--- src/hsv_threshold_tile_counter_assert.svh ---
// ----------------------------------------------------------------------------
// hsv threshold tile counter assertion macros
// Shorthand for the concurrent checks of the tile counter, clocked on clk_i
// and held off while rst_ni is low.
// ----------------------------------------------------------------------------
`ifndef HSV_THRESHOLD_TILE_COUNTER_ASSERT_SVH
`define HSV_THRESHOLD_TILE_COUNTER_ASSERT_SVH

// expression must never be true
`define HTC_ASSERT_NEVER(lbl, expr, msg) \
  lbl: assert property (@(posedge clk_i) disable iff (!rst_ni) !(expr)) else $error(msg);

// antecedent implies consequent sequence
`define HTC_ASSERT_IMP(lbl, ante, cons, msg) \
  lbl: assert property (@(posedge clk_i) disable iff (!rst_ni) (ante) |-> cons) else $error(msg);

`endif

--- src/htc_pkg.sv ---
// ----------------------------------------------------------------------------
// htc_pkg
// Constants, register codes and shared types of the hsv threshold tile counter.
// ----------------------------------------------------------------------------
package htc_pkg;

  localparam int MAX_WIDTH  = 2048;
  localparam int TILE_SIZE  = 16;
  localparam int ROW_LIMIT  = 2048;
  localparam int TILE_SLOTS = MAX_WIDTH / TILE_SIZE;

  // fixed field widths
  localparam int PIX_W      = 8;
  localparam int THR_W      = 9;
  localparam int DIM_W      = 12;
  localparam int TILE_IDX_W = 7;
  localparam int WCOUNT_W   = 9;
  localparam int WCOUNT_MAX = 511;
  localparam int CFG_IDX_W  = 3;
  localparam int CFG_DATA_W = 12;

  // derived widths
  localparam int COL_W  = $clog2(MAX_WIDTH);
  localparam int ROW_W  = $clog2(ROW_LIMIT);
  localparam int EXT_W  = ($clog2(MAX_WIDTH + 1) > DIM_W) ? $clog2(MAX_WIDTH + 1) : DIM_W;
  localparam int SUB_W  = $clog2(TILE_SIZE);
  localparam int TCOL_W = $clog2(TILE_SLOTS);
  localparam int TROW_W = $clog2(ROW_LIMIT / TILE_SIZE);
  localparam int CNT_W  = $clog2(TILE_SIZE * TILE_SIZE + 1);
  localparam int CMP_W  = (CNT_W > THR_W) ? CNT_W : THR_W;

  // pixel queue between front and back
  localparam int Q_DEPTH = 2;
  localparam int Q_PTR_W = $clog2(Q_DEPTH);
  localparam int Q_CNT_W = $clog2(Q_DEPTH + 1);

  // register reset values
  localparam logic [PIX_W-1:0] HUE_LOW_RST   = PIX_W'(20);
  localparam logic [PIX_W-1:0] HUE_HIGH_RST  = PIX_W'(120);
  localparam logic [PIX_W-1:0] SAT_MIN_RST   = PIX_W'(25);
  localparam logic [PIX_W-1:0] VAL_MIN_RST   = PIX_W'(10);
  localparam logic [THR_W-1:0] THRESHOLD_RST = THR_W'(256);
  localparam logic [DIM_W-1:0] WIDTH_RST     = DIM_W'(640);
  localparam logic [DIM_W-1:0] HEIGHT_RST    = DIM_W'(480);

  typedef enum logic [CFG_IDX_W-1:0] {
    CFG_HUE_LOW      = 3'd0,
    CFG_HUE_HIGH     = 3'd1,
    CFG_SAT_MIN      = 3'd2,
    CFG_VAL_MIN      = 3'd3,
    CFG_THRESHOLD    = 3'd4,
    CFG_IMAGE_WIDTH  = 3'd5,
    CFG_IMAGE_HEIGHT = 3'd6
  } cfg_idx_e;

  typedef struct packed {
    logic [PIX_W-1:0] hue_low;
    logic [PIX_W-1:0] hue_high;
    logic [PIX_W-1:0] sat_min;
    logic [PIX_W-1:0] val_min;
    logic [THR_W-1:0] count_threshold;
    logic [DIM_W-1:0] image_width;
    logic [DIM_W-1:0] image_height;
  } cfg_t;

  // classified pixel handed from front to back
  typedef struct packed {
    logic              white;
    logic              counted;
    logic              tile_first;
    logic              tile_last;
    logic [TCOL_W-1:0] tcol;
    logic [TROW_W-1:0] trow;
  } pix_item_t;

  typedef struct packed {
    logic                  is_white;
    logic                  seed_valid;
    logic [TILE_IDX_W-1:0] tile_row;
    logic [TILE_IDX_W-1:0] tile_col;
    logic [WCOUNT_W-1:0]   white_count;
  } result_t;

endpackage

--- src/htc_ram.sv ---
// ----------------------------------------------------------------------------
// htc_ram
// Simple dual-port RAM, one write and one registered read port.
// ----------------------------------------------------------------------------
module htc_ram #(
  parameter int Width = 8,
  parameter int Depth = 16
) (
  input  logic                     clk_i,
  input  logic                     we_i,
  input  logic [$clog2(Depth)-1:0] waddr_i,
  input  logic [Width-1:0]         wdata_i,
  input  logic                     re_i,
  input  logic [$clog2(Depth)-1:0] raddr_i,
  output logic [Width-1:0]         rdata_o
);

  logic [Width-1:0] mem_q [Depth];
  logic [Width-1:0] rdata_q;

  // read during write returns the old word
  always_ff @(posedge clk_i) begin
    if (we_i) begin
      mem_q[waddr_i] <= wdata_i;
    end
    if (re_i) begin
      rdata_q <= mem_q[raddr_i];
    end
  end

  assign rdata_o = rdata_q;

endmodule

--- src/htc_front.sv ---
// ----------------------------------------------------------------------------
// htc_front
// Binarizes each pixel, tracks the raster position and tags tile membership.
// ----------------------------------------------------------------------------
module htc_front (
  input  logic                     clk_i,
  input  logic                     rst_ni,
  input  logic                     push_i,
  input  logic [htc_pkg::PIX_W-1:0] hue_i,
  input  logic [htc_pkg::PIX_W-1:0] saturation_i,
  input  logic [htc_pkg::PIX_W-1:0] brightness_i,
  input  logic                     frame_start_i,
  input  htc_pkg::cfg_t            cfg_i,
  input  logic                     q_full_i,
  output logic                     q_wr_o,
  output htc_pkg::pix_item_t       q_item_o
);

  logic [htc_pkg::COL_W-1:0]  col_q, col_d, cur_col;
  logic [htc_pkg::SUB_W-1:0]  sx_q, sx_d, cur_sx;
  logic [htc_pkg::TCOL_W-1:0] tc_q, tc_d, cur_tc;
  logic [htc_pkg::ROW_W-1:0]  row_q, row_d, cur_row;
  logic [htc_pkg::SUB_W-1:0]  sy_q, sy_d, cur_sy;
  logic [htc_pkg::TROW_W-1:0] tr_q, tr_d, cur_tr;

  logic [htc_pkg::EXT_W-1:0] w_eff, tiles_x, col_inc;
  logic [htc_pkg::DIM_W-1:0] h_eff, tiles_y, row_inc;
  logic                      white, accept;

  assign accept = push_i && !q_full_i;
  assign q_wr_o = accept;

  always_comb begin
    if (cfg_i.image_width == '0) begin
      w_eff = htc_pkg::EXT_W'(1);
    end else if (htc_pkg::EXT_W'(cfg_i.image_width) > htc_pkg::EXT_W'(htc_pkg::MAX_WIDTH)) begin
      w_eff = htc_pkg::EXT_W'(htc_pkg::MAX_WIDTH);
    end else begin
      w_eff = htc_pkg::EXT_W'(cfg_i.image_width);
    end
    if (cfg_i.image_height == '0) begin
      h_eff = htc_pkg::DIM_W'(1);
    end else if (cfg_i.image_height > htc_pkg::DIM_W'(htc_pkg::ROW_LIMIT)) begin
      h_eff = htc_pkg::DIM_W'(htc_pkg::ROW_LIMIT);
    end else begin
      h_eff = cfg_i.image_height;
    end
  end

  assign tiles_x = htc_pkg::EXT_W'(w_eff / htc_pkg::TILE_SIZE);
  assign tiles_y = htc_pkg::DIM_W'(h_eff / htc_pkg::TILE_SIZE);

  // frame start puts this pixel at the origin
  assign cur_col = frame_start_i ? '0 : col_q;
  assign cur_sx  = frame_start_i ? '0 : sx_q;
  assign cur_tc  = frame_start_i ? '0 : tc_q;
  assign cur_row = frame_start_i ? '0 : row_q;
  assign cur_sy  = frame_start_i ? '0 : sy_q;
  assign cur_tr  = frame_start_i ? '0 : tr_q;

  assign white = (hue_i < cfg_i.hue_low || hue_i > cfg_i.hue_high) &&
                 saturation_i >= cfg_i.sat_min && brightness_i >= cfg_i.val_min;

  always_comb begin
    q_item_o.white      = white;
    q_item_o.counted    = (htc_pkg::EXT_W'(cur_tc) < tiles_x) &&
                          (htc_pkg::DIM_W'(cur_tr) < tiles_y);
    q_item_o.tile_first = (cur_sx == '0) && (cur_sy == '0);
    q_item_o.tile_last  = (cur_sx == htc_pkg::SUB_W'(htc_pkg::TILE_SIZE - 1)) &&
                          (cur_sy == htc_pkg::SUB_W'(htc_pkg::TILE_SIZE - 1));
    q_item_o.tcol       = cur_tc;
    q_item_o.trow       = cur_tr;
  end

  // position step with wrap at the current geometry
  always_comb begin
    col_inc = htc_pkg::EXT_W'(cur_col) + htc_pkg::EXT_W'(1);
    row_inc = htc_pkg::DIM_W'(cur_row) + htc_pkg::DIM_W'(1);
    col_d   = cur_col;
    sx_d    = cur_sx;
    tc_d    = cur_tc;
    row_d   = cur_row;
    sy_d    = cur_sy;
    tr_d    = cur_tr;
    if (col_inc >= w_eff) begin
      col_d = '0;
      sx_d  = '0;
      tc_d  = '0;
      if (row_inc >= h_eff) begin
        row_d = '0;
        sy_d  = '0;
        tr_d  = '0;
      end else begin
        row_d = htc_pkg::ROW_W'(row_inc);
        if (cur_sy == htc_pkg::SUB_W'(htc_pkg::TILE_SIZE - 1)) begin
          sy_d = '0;
          tr_d = cur_tr + htc_pkg::TROW_W'(1);
        end else begin
          sy_d = cur_sy + htc_pkg::SUB_W'(1);
        end
      end
    end else begin
      col_d = htc_pkg::COL_W'(col_inc);
      if (cur_sx == htc_pkg::SUB_W'(htc_pkg::TILE_SIZE - 1)) begin
        sx_d = '0;
        tc_d = cur_tc + htc_pkg::TCOL_W'(1);
      end else begin
        sx_d = cur_sx + htc_pkg::SUB_W'(1);
      end
    end
  end

  always_ff @(posedge clk_i or negedge rst_ni) begin
    if (!rst_ni) begin
      col_q <= '0;
      sx_q  <= '0;
      tc_q  <= '0;
      row_q <= '0;
      sy_q  <= '0;
      tr_q  <= '0;
    end else if (accept) begin
      col_q <= col_d;
      sx_q  <= sx_d;
      tc_q  <= tc_d;
      row_q <= row_d;
      sy_q  <= sy_d;
      tr_q  <= tr_d;
    end
  end

endmodule

--- src/htc_queue.sv ---
// ----------------------------------------------------------------------------
// htc_queue
// Short FIFO of classified pixels between the front and the back.
// ----------------------------------------------------------------------------
module htc_queue (
  input  logic               clk_i,
  input  logic               rst_ni,
  input  logic               wr_en_i,
  input  htc_pkg::pix_item_t wr_item_i,
  output logic               full_o,
  input  logic               rd_en_i,
  output htc_pkg::pix_item_t rd_item_o,
  output logic               empty_o
);

  htc_pkg::pix_item_t mem_q [htc_pkg::Q_DEPTH];

  logic [htc_pkg::Q_PTR_W-1:0] wptr_q, wptr_d, rptr_q, rptr_d;
  logic [htc_pkg::Q_CNT_W-1:0] cnt_q, cnt_d;

  assign full_o    = (cnt_q == htc_pkg::Q_CNT_W'(htc_pkg::Q_DEPTH));
  assign empty_o   = (cnt_q == '0);
  assign rd_item_o = mem_q[rptr_q];

  always_comb begin
    wptr_d = wptr_q;
    rptr_d = rptr_q;
    cnt_d  = cnt_q;
    if (wr_en_i) begin
      wptr_d = (wptr_q == htc_pkg::Q_PTR_W'(htc_pkg::Q_DEPTH - 1)) ? '0
             : wptr_q + htc_pkg::Q_PTR_W'(1);
    end
    if (rd_en_i) begin
      rptr_d = (rptr_q == htc_pkg::Q_PTR_W'(htc_pkg::Q_DEPTH - 1)) ? '0
             : rptr_q + htc_pkg::Q_PTR_W'(1);
    end
    case ({wr_en_i, rd_en_i})
      2'b10:   cnt_d = cnt_q + htc_pkg::Q_CNT_W'(1);
      2'b01:   cnt_d = cnt_q - htc_pkg::Q_CNT_W'(1);
      default: cnt_d = cnt_q;
    endcase
  end

  always_ff @(posedge clk_i or negedge rst_ni) begin
    if (!rst_ni) begin
      wptr_q <= '0;
      rptr_q <= '0;
      cnt_q  <= '0;
    end else begin
      wptr_q <= wptr_d;
      rptr_q <= rptr_d;
      cnt_q  <= cnt_d;
    end
  end

  always_ff @(posedge clk_i) begin
    if (wr_en_i) begin
      mem_q[wptr_q] <= wr_item_i;
    end
  end

endmodule

--- src/htc_back.sv ---
// ----------------------------------------------------------------------------
// htc_back
// Updates the per tile column white counts and builds the result stream.
// ----------------------------------------------------------------------------
module htc_back (
  input  logic                      clk_i,
  input  logic                      rst_ni,
  input  logic                      q_empty_i,
  input  htc_pkg::pix_item_t        q_item_i,
  output logic                      q_rd_o,
  input  logic [htc_pkg::THR_W-1:0] threshold_i,
  input  logic                      res_pop_i,
  output logic                      res_valid_o,
  output htc_pkg::result_t          res_o
);

  htc_pkg::pix_item_t u_q;
  logic               u_valid_q;
  htc_pkg::result_t   res_q, res_d;
  logic               res_valid_q;

  logic                       fwd_valid_q;
  logic [htc_pkg::TCOL_W-1:0] fwd_tc_q;
  logic [htc_pkg::CNT_W-1:0]  fwd_val_q;
  logic [htc_pkg::TILE_SLOTS-1:0] seen_q;

  logic                      advance, cnt_we;
  logic [htc_pkg::CNT_W-1:0] rd_data, base, new_cnt;

  assign advance = u_valid_q && (!res_valid_q || res_pop_i);
  assign q_rd_o  = !q_empty_i && (!u_valid_q || advance);
  assign cnt_we  = advance && u_q.counted;

  // count read issued as the pixel enters the update stage
  htc_ram #(
    .Width(htc_pkg::CNT_W),
    .Depth(htc_pkg::TILE_SLOTS)
  ) u_count_ram (
    .clk_i  (clk_i),
    .we_i   (cnt_we),
    .waddr_i(u_q.tcol),
    .wdata_i(new_cnt),
    .re_i   (q_rd_o),
    .raddr_i(q_item_i.tcol),
    .rdata_o(rd_data)
  );

  // last write bypasses the ram, never-written columns read as zero
  always_comb begin
    if (fwd_valid_q && fwd_tc_q == u_q.tcol) begin
      base = fwd_val_q;
    end else if (seen_q[u_q.tcol]) begin
      base = rd_data;
    end else begin
      base = '0;
    end
    new_cnt = u_q.tile_first ? htc_pkg::CNT_W'(u_q.white)
            : base + htc_pkg::CNT_W'(u_q.white);
  end

  always_comb begin
    res_d          = '0;
    res_d.is_white = u_q.white;
    if (u_q.counted && u_q.tile_last) begin
      res_d.seed_valid = htc_pkg::CMP_W'(new_cnt) >= htc_pkg::CMP_W'(threshold_i);
      res_d.tile_row   = htc_pkg::TILE_IDX_W'(u_q.trow);
      res_d.tile_col   = htc_pkg::TILE_IDX_W'(u_q.tcol);
      res_d.white_count = (new_cnt > htc_pkg::CNT_W'(htc_pkg::WCOUNT_MAX))
                        ? htc_pkg::WCOUNT_W'(htc_pkg::WCOUNT_MAX)
                        : htc_pkg::WCOUNT_W'(new_cnt);
    end
  end

  always_ff @(posedge clk_i or negedge rst_ni) begin
    if (!rst_ni) begin
      u_valid_q   <= 1'b0;
      res_valid_q <= 1'b0;
      fwd_valid_q <= 1'b0;
      seen_q      <= '0;
    end else begin
      if (q_rd_o) begin
        u_valid_q <= 1'b1;
      end else if (advance) begin
        u_valid_q <= 1'b0;
      end
      if (advance) begin
        res_valid_q <= 1'b1;
      end else if (res_pop_i) begin
        res_valid_q <= 1'b0;
      end
      if (cnt_we) begin
        fwd_valid_q      <= 1'b1;
        seen_q[u_q.tcol] <= 1'b1;
      end
    end
  end

  always_ff @(posedge clk_i) begin
    if (q_rd_o) begin
      u_q <= q_item_i;
    end
    if (advance) begin
      res_q <= res_d;
    end
    if (cnt_we) begin
      fwd_tc_q  <= u_q.tcol;
      fwd_val_q <= new_cnt;
    end
  end

  assign res_valid_o = res_valid_q;
  assign res_o       = res_q;

endmodule

--- src/hsv_threshold_tile_counter.sv ---
// ----------------------------------------------------------------------------
// hsv_threshold_tile_counter
// Binarizes an HSV pixel stream and counts white pixels per 16x16 tile.
// ----------------------------------------------------------------------------
// Takes one pixel per clock while full is low and returns one result per
// pixel, in order. A pushed pixel passes the queue, u_q and res_q; the
// front classifies and places the pixel, a two entry queue sits between it
// and the back, and the back does one read-modify-write of the 128 x 9 bit
// tile column count RAM per pixel, bypassing the last write. Columns never
// written since reset read as zero through a bank of valid flops, so there
// is no clearing pass. Registers may be written only while the block holds
// no pixel whose result is still pending.
// ----------------------------------------------------------------------------
module hsv_threshold_tile_counter (
  input  logic                           clk_i,
  input  logic                           rst_ni,
  input  logic                           cfg_we_i,
  input  logic [htc_pkg::CFG_IDX_W-1:0]  cfg_idx_i,
  input  logic [htc_pkg::CFG_DATA_W-1:0] cfg_wdata_i,
  input  logic                           push,
  output logic                           full,
  input  logic [htc_pkg::PIX_W-1:0]      hue_i,
  input  logic [htc_pkg::PIX_W-1:0]      saturation_i,
  input  logic [htc_pkg::PIX_W-1:0]      brightness_i,
  input  logic                           frame_start_i,
  output logic                           empty,
  input  logic                           pop,
  output logic                           is_white_o,
  output logic                           seed_valid_o,
  output logic [htc_pkg::TILE_IDX_W-1:0] tile_row_o,
  output logic [htc_pkg::TILE_IDX_W-1:0] tile_col_o,
  output logic [htc_pkg::WCOUNT_W-1:0]   white_count_o
);

  htc_pkg::cfg_t      cfg_q, cfg_d;
  htc_pkg::pix_item_t wr_item, rd_item;
  htc_pkg::result_t   res;
  logic               q_wr, q_rd, q_full, q_empty, res_valid;

  always_comb begin
    cfg_d = cfg_q;
    if (cfg_we_i) begin
      unique case (cfg_idx_i)
        htc_pkg::CFG_HUE_LOW:      cfg_d.hue_low         = cfg_wdata_i[htc_pkg::PIX_W-1:0];
        htc_pkg::CFG_HUE_HIGH:     cfg_d.hue_high        = cfg_wdata_i[htc_pkg::PIX_W-1:0];
        htc_pkg::CFG_SAT_MIN:      cfg_d.sat_min         = cfg_wdata_i[htc_pkg::PIX_W-1:0];
        htc_pkg::CFG_VAL_MIN:      cfg_d.val_min         = cfg_wdata_i[htc_pkg::PIX_W-1:0];
        htc_pkg::CFG_THRESHOLD:    cfg_d.count_threshold = cfg_wdata_i[htc_pkg::THR_W-1:0];
        htc_pkg::CFG_IMAGE_WIDTH:  cfg_d.image_width     = cfg_wdata_i[htc_pkg::DIM_W-1:0];
        htc_pkg::CFG_IMAGE_HEIGHT: cfg_d.image_height    = cfg_wdata_i[htc_pkg::DIM_W-1:0];
        default:                   cfg_d = cfg_q;
      endcase
    end
  end

  always_ff @(posedge clk_i or negedge rst_ni) begin
    if (!rst_ni) begin
      cfg_q.hue_low         <= htc_pkg::HUE_LOW_RST;
      cfg_q.hue_high        <= htc_pkg::HUE_HIGH_RST;
      cfg_q.sat_min         <= htc_pkg::SAT_MIN_RST;
      cfg_q.val_min         <= htc_pkg::VAL_MIN_RST;
      cfg_q.count_threshold <= htc_pkg::THRESHOLD_RST;
      cfg_q.image_width     <= htc_pkg::WIDTH_RST;
      cfg_q.image_height    <= htc_pkg::HEIGHT_RST;
    end else begin
      cfg_q <= cfg_d;
    end
  end

  htc_front u_front (
    .clk_i        (clk_i),
    .rst_ni       (rst_ni),
    .push_i       (push),
    .hue_i        (hue_i),
    .saturation_i (saturation_i),
    .brightness_i (brightness_i),
    .frame_start_i(frame_start_i),
    .cfg_i        (cfg_q),
    .q_full_i     (q_full),
    .q_wr_o       (q_wr),
    .q_item_o     (wr_item)
  );

  htc_queue u_queue (
    .clk_i    (clk_i),
    .rst_ni   (rst_ni),
    .wr_en_i  (q_wr),
    .wr_item_i(wr_item),
    .full_o   (q_full),
    .rd_en_i  (q_rd),
    .rd_item_o(rd_item),
    .empty_o  (q_empty)
  );

  htc_back u_back (
    .clk_i      (clk_i),
    .rst_ni     (rst_ni),
    .q_empty_i  (q_empty),
    .q_item_i   (rd_item),
    .q_rd_o     (q_rd),
    .threshold_i(cfg_q.count_threshold),
    .res_pop_i  (pop),
    .res_valid_o(res_valid),
    .res_o      (res)
  );

  assign full          = q_full;
  assign empty         = !res_valid;
  assign is_white_o    = res.is_white;
  assign seed_valid_o  = res.seed_valid;
  assign tile_row_o    = res.tile_row;
  assign tile_col_o    = res.tile_col;
  assign white_count_o = res.white_count;

`include "hsv_threshold_tile_counter_assert.svh"

  `HTC_ASSERT_NEVER(a_queue_full_and_empty, q_full && q_empty, "pixel queue full and empty")
  `HTC_ASSERT_IMP(a_seed_meets_threshold, !empty && seed_valid_o, white_count_o >= cfg_q.count_threshold, "seed below threshold")
  `HTC_ASSERT_IMP(a_queued_pixel_reaches_output, empty && !q_empty, ##2 !empty, "queued pixel did not reach output")

endmodule

--- config.mk ---
export PLATFORM = sky130hd
export DESIGN_NAME = hsv_threshold_tile_counter
export DESIGN_NICKNAME = d
export VERILOG_FILES = /design/src/htc_pkg.sv /design/src/htc_ram.sv /design/src/htc_front.sv /design/src/htc_queue.sv /design/src/htc_back.sv /design/src/hsv_threshold_tile_counter.sv
export VERILOG_INCLUDE_DIRS = /design/src /design/src/src
export SDC_FILE = /design/constraint.sdc
export NUM_CORES = 2
export LEC_CHECK = 0
export ABC_AREA = 1
export BUFFER_PORTS_ARGS = -buffer_cell sky130_fd_sc_hd__buf_2
export CAP_MARGIN = 5
export CELL_PAD_IN_SITES_DETAIL_PLACEMENT = 1
export CELL_PAD_IN_SITES_GLOBAL_PLACEMENT = 1
export CORE_MARGIN = 5
export CORE_UTILIZATION = 51
export CTS_CLUSTER_SIZE = 20
export DETAILED_ROUTE_END_ITERATION = 10
export GPL_TIMING_DRIVEN = 0
export PLACE_DENSITY = 0.83
export SLEW_MARGIN = 5
export SYNTH_ARGS = -nofsm -noshare
export SYNTH_HDL_FRONTEND = slang
export SYNTH_HIERARCHICAL = 1
export SYNTH_SLANG_ARGS = --single-unit
--- constraint.sdc ---
create_clock -name clk_i -period 11.4 [get_ports clk_i]
set_input_delay 1.14 -clock clk_i [delete_from_list [all_inputs] [get_ports clk_i]]
set_output_delay 1.14 -clock clk_i [all_outputs]
set_load 0.005 [all_outputs]
======== After elaboration in Yosys (flattened, before gate mapping) ========
Memory sizes are Yosys's and may differ from the RTL's. A register that Yosys moved wholly into a read port is not among the register bits.
Cells that the tools add are included.
storage, ports and cells
  flip-flop bits (word level) ............. 303
  RAM bits ................................ 1,188
  bits of input ports ..................... 45
  memories ................................ 2
cells by class
  add/sub/neg operators ................... 11
  order comparisons ....................... 14
  equal/unequal tests ..................... 12
  multiplexer cells ....................... 42
  bitwise gates (word level) .............. 1
  reductions and logical operators ........ 35
memories
  memory                    depth  bits a word  read ports  clocked after memory_dff  wr ports  line             source
  u_back.u_count_ram.mem_q  128    9            1           1                         1         htc_ram.sv:18    logic [Width-1:0] mem_q [Depth];
  u_queue.mem_q             2      18           1           0                         1         htc_queue.sv:16  htc_pkg::pix_item_t mem_q [htc_pkg::Q_DEPTH];
operators with widths
  kind                                           count
  OR 128 bit                                     1
  two-way mux 11 bit                             5
  two-way mux 7 bit                              7
  two-way mux 12 bit                             4
  two-way mux 9 bit                              4
  two-way mux 4 bit                              7
  adder 11 x 1 -> 12 bit, second input constant  2
  greater-or-equal comparator 12 bit             2
  > comparator 12 bit, second input constant     2
  logical NOT 12 bit                             2
  greater-or-equal comparator 8 bit              2
  < comparator 7 x 8 -> 1 bit                    2
  adder 7 x 1 -> 7 bit, second input constant    2
  AND reduction 2 bit                            7
  logical AND 1 bit                              12
  two-way mux 1 bit                              12
  adder 9 x 1 -> 9 bit                           1
  equality test 3 bit, second input constant     3
  greater-or-equal comparator 9 bit              1
  > comparator 9 bit, second input constant      1
  adder 4 x 1 -> 4 bit, second input constant    2
  equality test 4 bit, second input constant     2
  > comparator 8 bit                             1
  logical NOT 4 bit                              2
  19 further kinds                               29

======== Longest topological paths before layout ========
  depth in word-level cells ............... 8
  gate-level depth with buffers ........... 33
  mapped depth without buffers ............ 31

======== Cells and area by module ========
The synthesis kept the hierarchy.
modules (own cells, without submodules)
  module                      times used  cells each  area an instance (µm²)
  htc_ram                     1           3,994       47,451.8
  htc_back                    1           1,039       9,113.7
  htc_front                   1           709         4,883.4
  hsv_threshold_tile_counter  1           294         2,602.5
  htc_queue                   1           118         1,616.6

======== Worst setup path before layout ========
Ideal clock, no wire load.
  kind .................................... register to register
  start ................................... register u_back/u_q[7] (netlist bit)
  end ..................................... register u_back.res_q, in the netlist u_back/res_o[23], data pin
  setup time .............................. 0.249 ns
  data arrival time ....................... 8.681 ns
  data required time ...................... 11.151 ns
  path slack .............................. 2.469 ns
  cell stages (with the launch flop) ...... 28
  path buffers ............................ 3
  clock period less this slack ............ 8.931 ns
  path through ............................ edfxtp_1 > buf_6 > buf_6 > buf_6 > o211ai_2 > nand2_1 > o21ai_1 > nand2_1 > nor2_1 > nor2_1 > nor2_2 > nand2_4 > nand3_1 > nand2_1 > ha_1 > ha_1 > nand2_4 > nor2_4 > nand3_2 > inv_1 > nor3_1 > ha_1 > a21oi_1 > nor2_1 > a211oi_1 > nand4_1 > nand2_1 > inv_1
on the way
  cells in the longest elaborated chain, start to end .. 7
  elaborated cells between the ends (all ways) .. 9
  classes of those cells .................. add/sub: 1; order compare: 1; eq/ne: 1; mux: 5; reduce/logical: 1
RTL lines
  what                                     line             source
  start, declared                          htc_back.sv:17   htc_pkg::pix_item_t u_q;
  start signal, assigned                   htc_back.sv:100  u_q <= q_item_i;
  binary-select mux 1 bit (select 7 bit)   htc_back.sv:52   end else if (seen_q[u_q.tcol]) begin
  two-way mux 1 bit (implied by the code)  htc_back.sv:52
  two-way mux 9 bit                        htc_back.sv:52
  two-way mux 9 bit (*)                    htc_back.sv:50   if (fwd_valid_q && fwd_tc_q == u_q.tcol) begin
  adder 9 x 1 -> 9 bit (*)                 htc_back.sv:58   : base + htc_pkg::CNT_W'(u_q.white);
  two-way mux 9 bit (*)                    htc_back.sv:57   new_cnt = u_q.tile_first ? htc_pkg::CNT_W'(u_q.white)
  net u_back.new_cnt (one bit)             htc_back.sv:28   logic [htc_pkg::CNT_W-1:0] rd_data, base, new_cnt;
  greater-or-equal comparator 9 bit (*)    htc_back.sv:65   res_d.seed_valid = htc_pkg::CMP_W'(new_cnt) >= htc_pkg::CMP_W'(threshold_i);
  end signal, assigned                     htc_back.sv:103  res_q <= res_d;
  end, declared                            htc_back.sv:19   htc_pkg::result_t res_q, res_d;
The timed path passes the listed nets; every way through them passes the cells marked *. The select of a mux whose other input is x is not followed.
A chain may end at the register's enable or synchronous reset.

======== Worst setup path in the final report ========
  start ................................... input pop
  end ..................................... memory u_back/u_count_ram/mem_q[51][8] (netlist bit), enable pin
on the way
  cells in the longest elaborated chain, start to end .. 5
RTL lines
  what                                     line                              source
  start, declared                          hsv_threshold_tile_counter.sv:27  input logic pop,
  logical OR 1 bit                         htc_back.sv:30                    assign advance = u_valid_q && (!res_valid_q || res_pop_i);
  logical AND 1 bit                        htc_back.sv:30
  net u_back.advance                       htc_back.sv:27                    logic advance, cnt_we;
  logical AND 1 bit                        htc_back.sv:32                    assign cnt_we = advance && u_q.counted;
  net u_back.cnt_we                        htc_back.sv:27
  two-way mux 1 bit                        htc_ram.sv:23                     if (we_i) begin
  two-way mux 1 bit (implied by the code)  htc_ram.sv:24                     mem_q[waddr_i] <= wdata_i;
  end, declared                            htc_ram.sv:18
The timed path passes the listed nets, and every way through them passes these cells.

==> results.sh <==
export IMPL_status="finished with violations"
export IMPL_failed_checks="capacitance limit"
export IMPL_critPathRequiredTime_ns=11.80
export IMPL_cts_max_path_buffers=3
export IMPL_area_delta_synth_final_pct=12.9
export IMPL_finish_net_count=6579
export IMPL_largest_net_degree_at_the_start_of_global_routing=99
export IMPL_num_rows=131
export IMPL_synth_top_cells_by_count="nand2_1 (2066), edfxtp_1 (1256), nand3_1 (1148)"
export IMPL_share_comb_of_total_power_pct=43.1
export IMPL_initial_antenna_violation_count=10
export IMPL_wl_per_cell_um=28.6
export IMPL_globalplace_congestion=0.943
export IMPL_antenna_left=0
export IMPL_yosys_cell_count_top_type="nand2_1"
export IMPL_drive_above_1_share_pct=12.1
export IMPL_via_count=51700
export IMPL_net_count_after_synthesis=6285
export IMPL_drt_met1_wl_um=85500
export IMPL_clock_tree_htree_level_count=4
export IMPL_setup_violations=0
export IMPL_setup_worst_path_class="input pin to flop"
export IMPL_start_util_pct=51.4
export IMPL_hold_bufs_at_cts=0
export IMPL_yosysWarningCount=6
export IMPL_groute_usage_overall_pct=34.1
export IMPL_hold_viol_final=0
export IMPL_placedCellCount=7951
export IMPL_dr_wl_met2_um=111000
export IMPL_leakagePower_nw=29.4
export IMPL_power_sequential_fraction_pct=33.9
export IMPL_detail_route_iter0_violations=6734
export IMPL_fmax_mhz=162
export IMPL_port_buffer_count=70
export IMPL_part_of_the_power_in_the_clock_network_pct=22.9
export IMPL_crit_path_max_fanout=27
export IMPL_tightest_slew_ns=1.47
export IMPL_vias_per_cell=6.26
export IMPL_grt_pass1_wl_um=345000
export IMPL_power_net_switching_w=0.00966
export IMPL_synth_yosys_seq_area_share_pct=66.8
export IMPL_critPathCaptureType="flop"
export IMPL_vias_in_the_first_global_route=53400
export IMPL_sum_of_routed_wire_length_over_all_layers_um=236000
export IMPL_p_sw_share_pct=43.7
export IMPL_drc=0
export IMPL_final_setup_skew_ns=0.0385
export IMPL_die_w_um=369
export IMPL_drt_pass1_iter_count=8
export IMPL_post_cts_resize_count=0
export IMPL_dp_hpwl_um=162000
export IMPL_design_core_area_sq_um=128000
export IMPL_final_cell_count_no_fill=8248
export IMPL_synth_area_leader_cell="edfxtp_1"
export IMPL_yosys_cell_types_count=54
export IMPL_relSlewSlack_pct=1.40
export IMPL_power_consumption_w=0.0221
export IMPL_overflow=0
export IMPL_numClockSinks=1500
export IMPL_synthesis_area_per_instance_sq_um=10.7
export IMPL_later_pin_clock_latency_in_the_skew_report_ns=0.82
export IMPL_cts_inserted_buffers=156
export IMPL_ys_async_sr_fraction_pct=16.3
export IMPL_p_int_w=0.0124
export IMPL_synthCells=6154
export IMPL_wl_met3_um=25200
export IMPL_clock_tree_from_tritoncts="done"
export IMPL_maxCapViolations=1
export IMPL_arrival_ns=6.56
export IMPL_start_kind="input pin"
export IMPL_number_of_top_level_pins=72
export IMPL_post_route_min_period_ns=6.16
export IMPL_dieHeight_um=369
export IMPL_edff_count_synth=1256
export IMPL_clk_pin_slew_ns=0.06
export IMPL_root_buffer="clkbuf_16"
export IMPL_route_top_layer_used="met5"
export IMPL_min_period_over_period_pct=54.0
export IMPL_num_fill_cells=13500
export IMPL_synth_top_area_share_pct=57.4
export IMPL_post_cts_buffers=0
export IMPL_ir_worst_vdd_mv=0.255
export IMPL_power_per_cell_area_nw_per_um2=298
export IMPL_die_area_sq_um=136000
export IMPL_timing_final_max_slew_violations=0
export IMPL_synthesis_area_sq_um=65700
export IMPL_worstHoldPathType="input pin to async pin"
export IMPL_most_common_flop_cell_mapped_by_yosys="edfxtp_1"
export IMPL_synth_top_cells_by_area="edfxtp_1 (57%), nand2_1 (12%), nand3_1 (8.7%)"
export IMPL_yosys_register_bits=1500
export IMPL_rsz0062_at_grt="no"
[registers in the layout, summed over array words and instances, names as in the netlist, 9 cells and up]
name / flops
u_back/u_count_ram/mem_q: 1152
u_back/fwd_val_q: 9
u_back/u_count_ram/rdata_o: 9
u_queue/mem_q: 36
u_front/col_q: 11
u_front/row_q: 11
u_back/seen_q: 128
cfg_q: 65
u_back/u_q: 17
u_back/res_o: 25
[cell usage in the layout (no fill, tap or decap), types with 14 or more instances in the layout]
cell type  synthesis  routed
clkbuf_1          67     100
nand3_1         1148    1148
dfstp_2           18      18
a21oi_1           50      50
nor2_1           282     277
inv_1            291     290
dfrtp_1          226     226
xor2_1            15      15
nand2_1         2066    2066
a31o_2            52      52
buf_4             14      31
inv_2             14      14
nor2_4            11      15
nand4_1           16      16
nor3_1            24      20
clkinv_1           7      30
buf_6             74     102
clkinv_2           0      32
nor2_2            18      19
o21ai_1           20      20
edfxtp_1        1256    1256
buf_2            150     219
o21ai_0          117     117
buf_1             22      22
clkbuf_16          0     159
ha_1              86      86
[metrics by stage]
stage               util (%)  setup TNS [ns]  hold slack (ns)  cell area (sq um)  worst slack, ns
floorplan                  -               0            0.422              65700             2.47
global placement        53.3        -3460.16            0.433              68100            -6.60
detailed placement      54.1               0            0.446              69100             4.61
CTS                     58.0               0            0.381              74100             5.41
global route            58.0               0            0.442              74100             5.17
finish                  58.0               0            0.371              74100             5.24
[critical path: stages]
cell	delay, ns
buf_2	0.08
inv_1	0.04
nand2_1	0.07
nand2_1	0.07
inv_1	0.71
nand2_1	0.66
clkinv_1	0.28
clkbuf_2	0.69
clkbuf_1	0.43
nand2_1	0.37
clkbuf_1	0.66
nor2_1	1.30
[final timing paths]
check                                                  endpoint  slack (ns)                from  cells past startpoint
worst max-delay path            u_back/u_count_ram/mem_q[51][8]        5.24                 pop                     12
worst min register to register                u_back/seen_q[70]        0.46   u_back/seen_q[70]                      2
min in group clk_i                            u_back/seen_q[70]        0.46   u_back/seen_q[70]                      2
max in group asynchronous                             cfg_q[32]        9.71              rst_ni                      3
worst min-delay path                          u_back/seen_q[48]        0.37              rst_ni                      1
worst max register to register  u_back/u_count_ram/mem_q[51][8]        5.28  u_back/res_valid_o                     10
[metal layers]
| metal | global-route usage (%) | up-vias |
|---|---|---|
| li1 | - | 21700 |
| met1 | 42.6 | 26000 |
| met2 | 55.2 | 3205 |
| met3 | 8.21 | 807 |
| met4 | 18.2 | 8 |
| met5 | 0 | - |
[cells by family (layout without fill, tap and decap cells)]
group | after synthesis | after routing | synth area share (%)
buffers and inverters | 646 | 1072 | 4.99
AND/OR/NAND/NOR | 3612 | 3612 | 23.6
adder cells (fa/ha/maj) | 86 | 86 | 1.64
XOR/XNOR | 28 | 28 | 0.373
other | 0 | 6 | 0
flip-flops | 1500 | 1500 | 66.8
AO/OA/AOI/OAI | 282 | 282 | 2.66
[layout make-up]
class / instances / area (sq um) / share of cell area, %
flip-flops and latches: 1500 / 43800 / 59.2
multi-input cells: 4008 / 18600 / 25.1
clock buffers: 205 / 4240 / 5.72
plain buffers: 330 / 2080 / 2.81
well taps: 1662 / 2080 / 2.81
repair buffers: 136 / 1270 / 1.72
inverters: 316 / 1200 / 1.62
clock inverters: 85 / 767 / 1.03
diodes: 6 / 15.0 / 0.0203
[power by group through the flow]
stage	sequential, W	combinational (W)	clock [W]
3_5_place_dp	0.00760	0.00898	0
4_1_cts	0.00749	0.00915	0.00510
5_1_grt	0.00752	0.00982	0.00536
2_1_floorplan	0.00767	0.00475	0
3_3_place_gp	0.00800	0.00802	0
6_report	0.00750	0.00953	0.00506
Power figures use the tool's default switching activity.
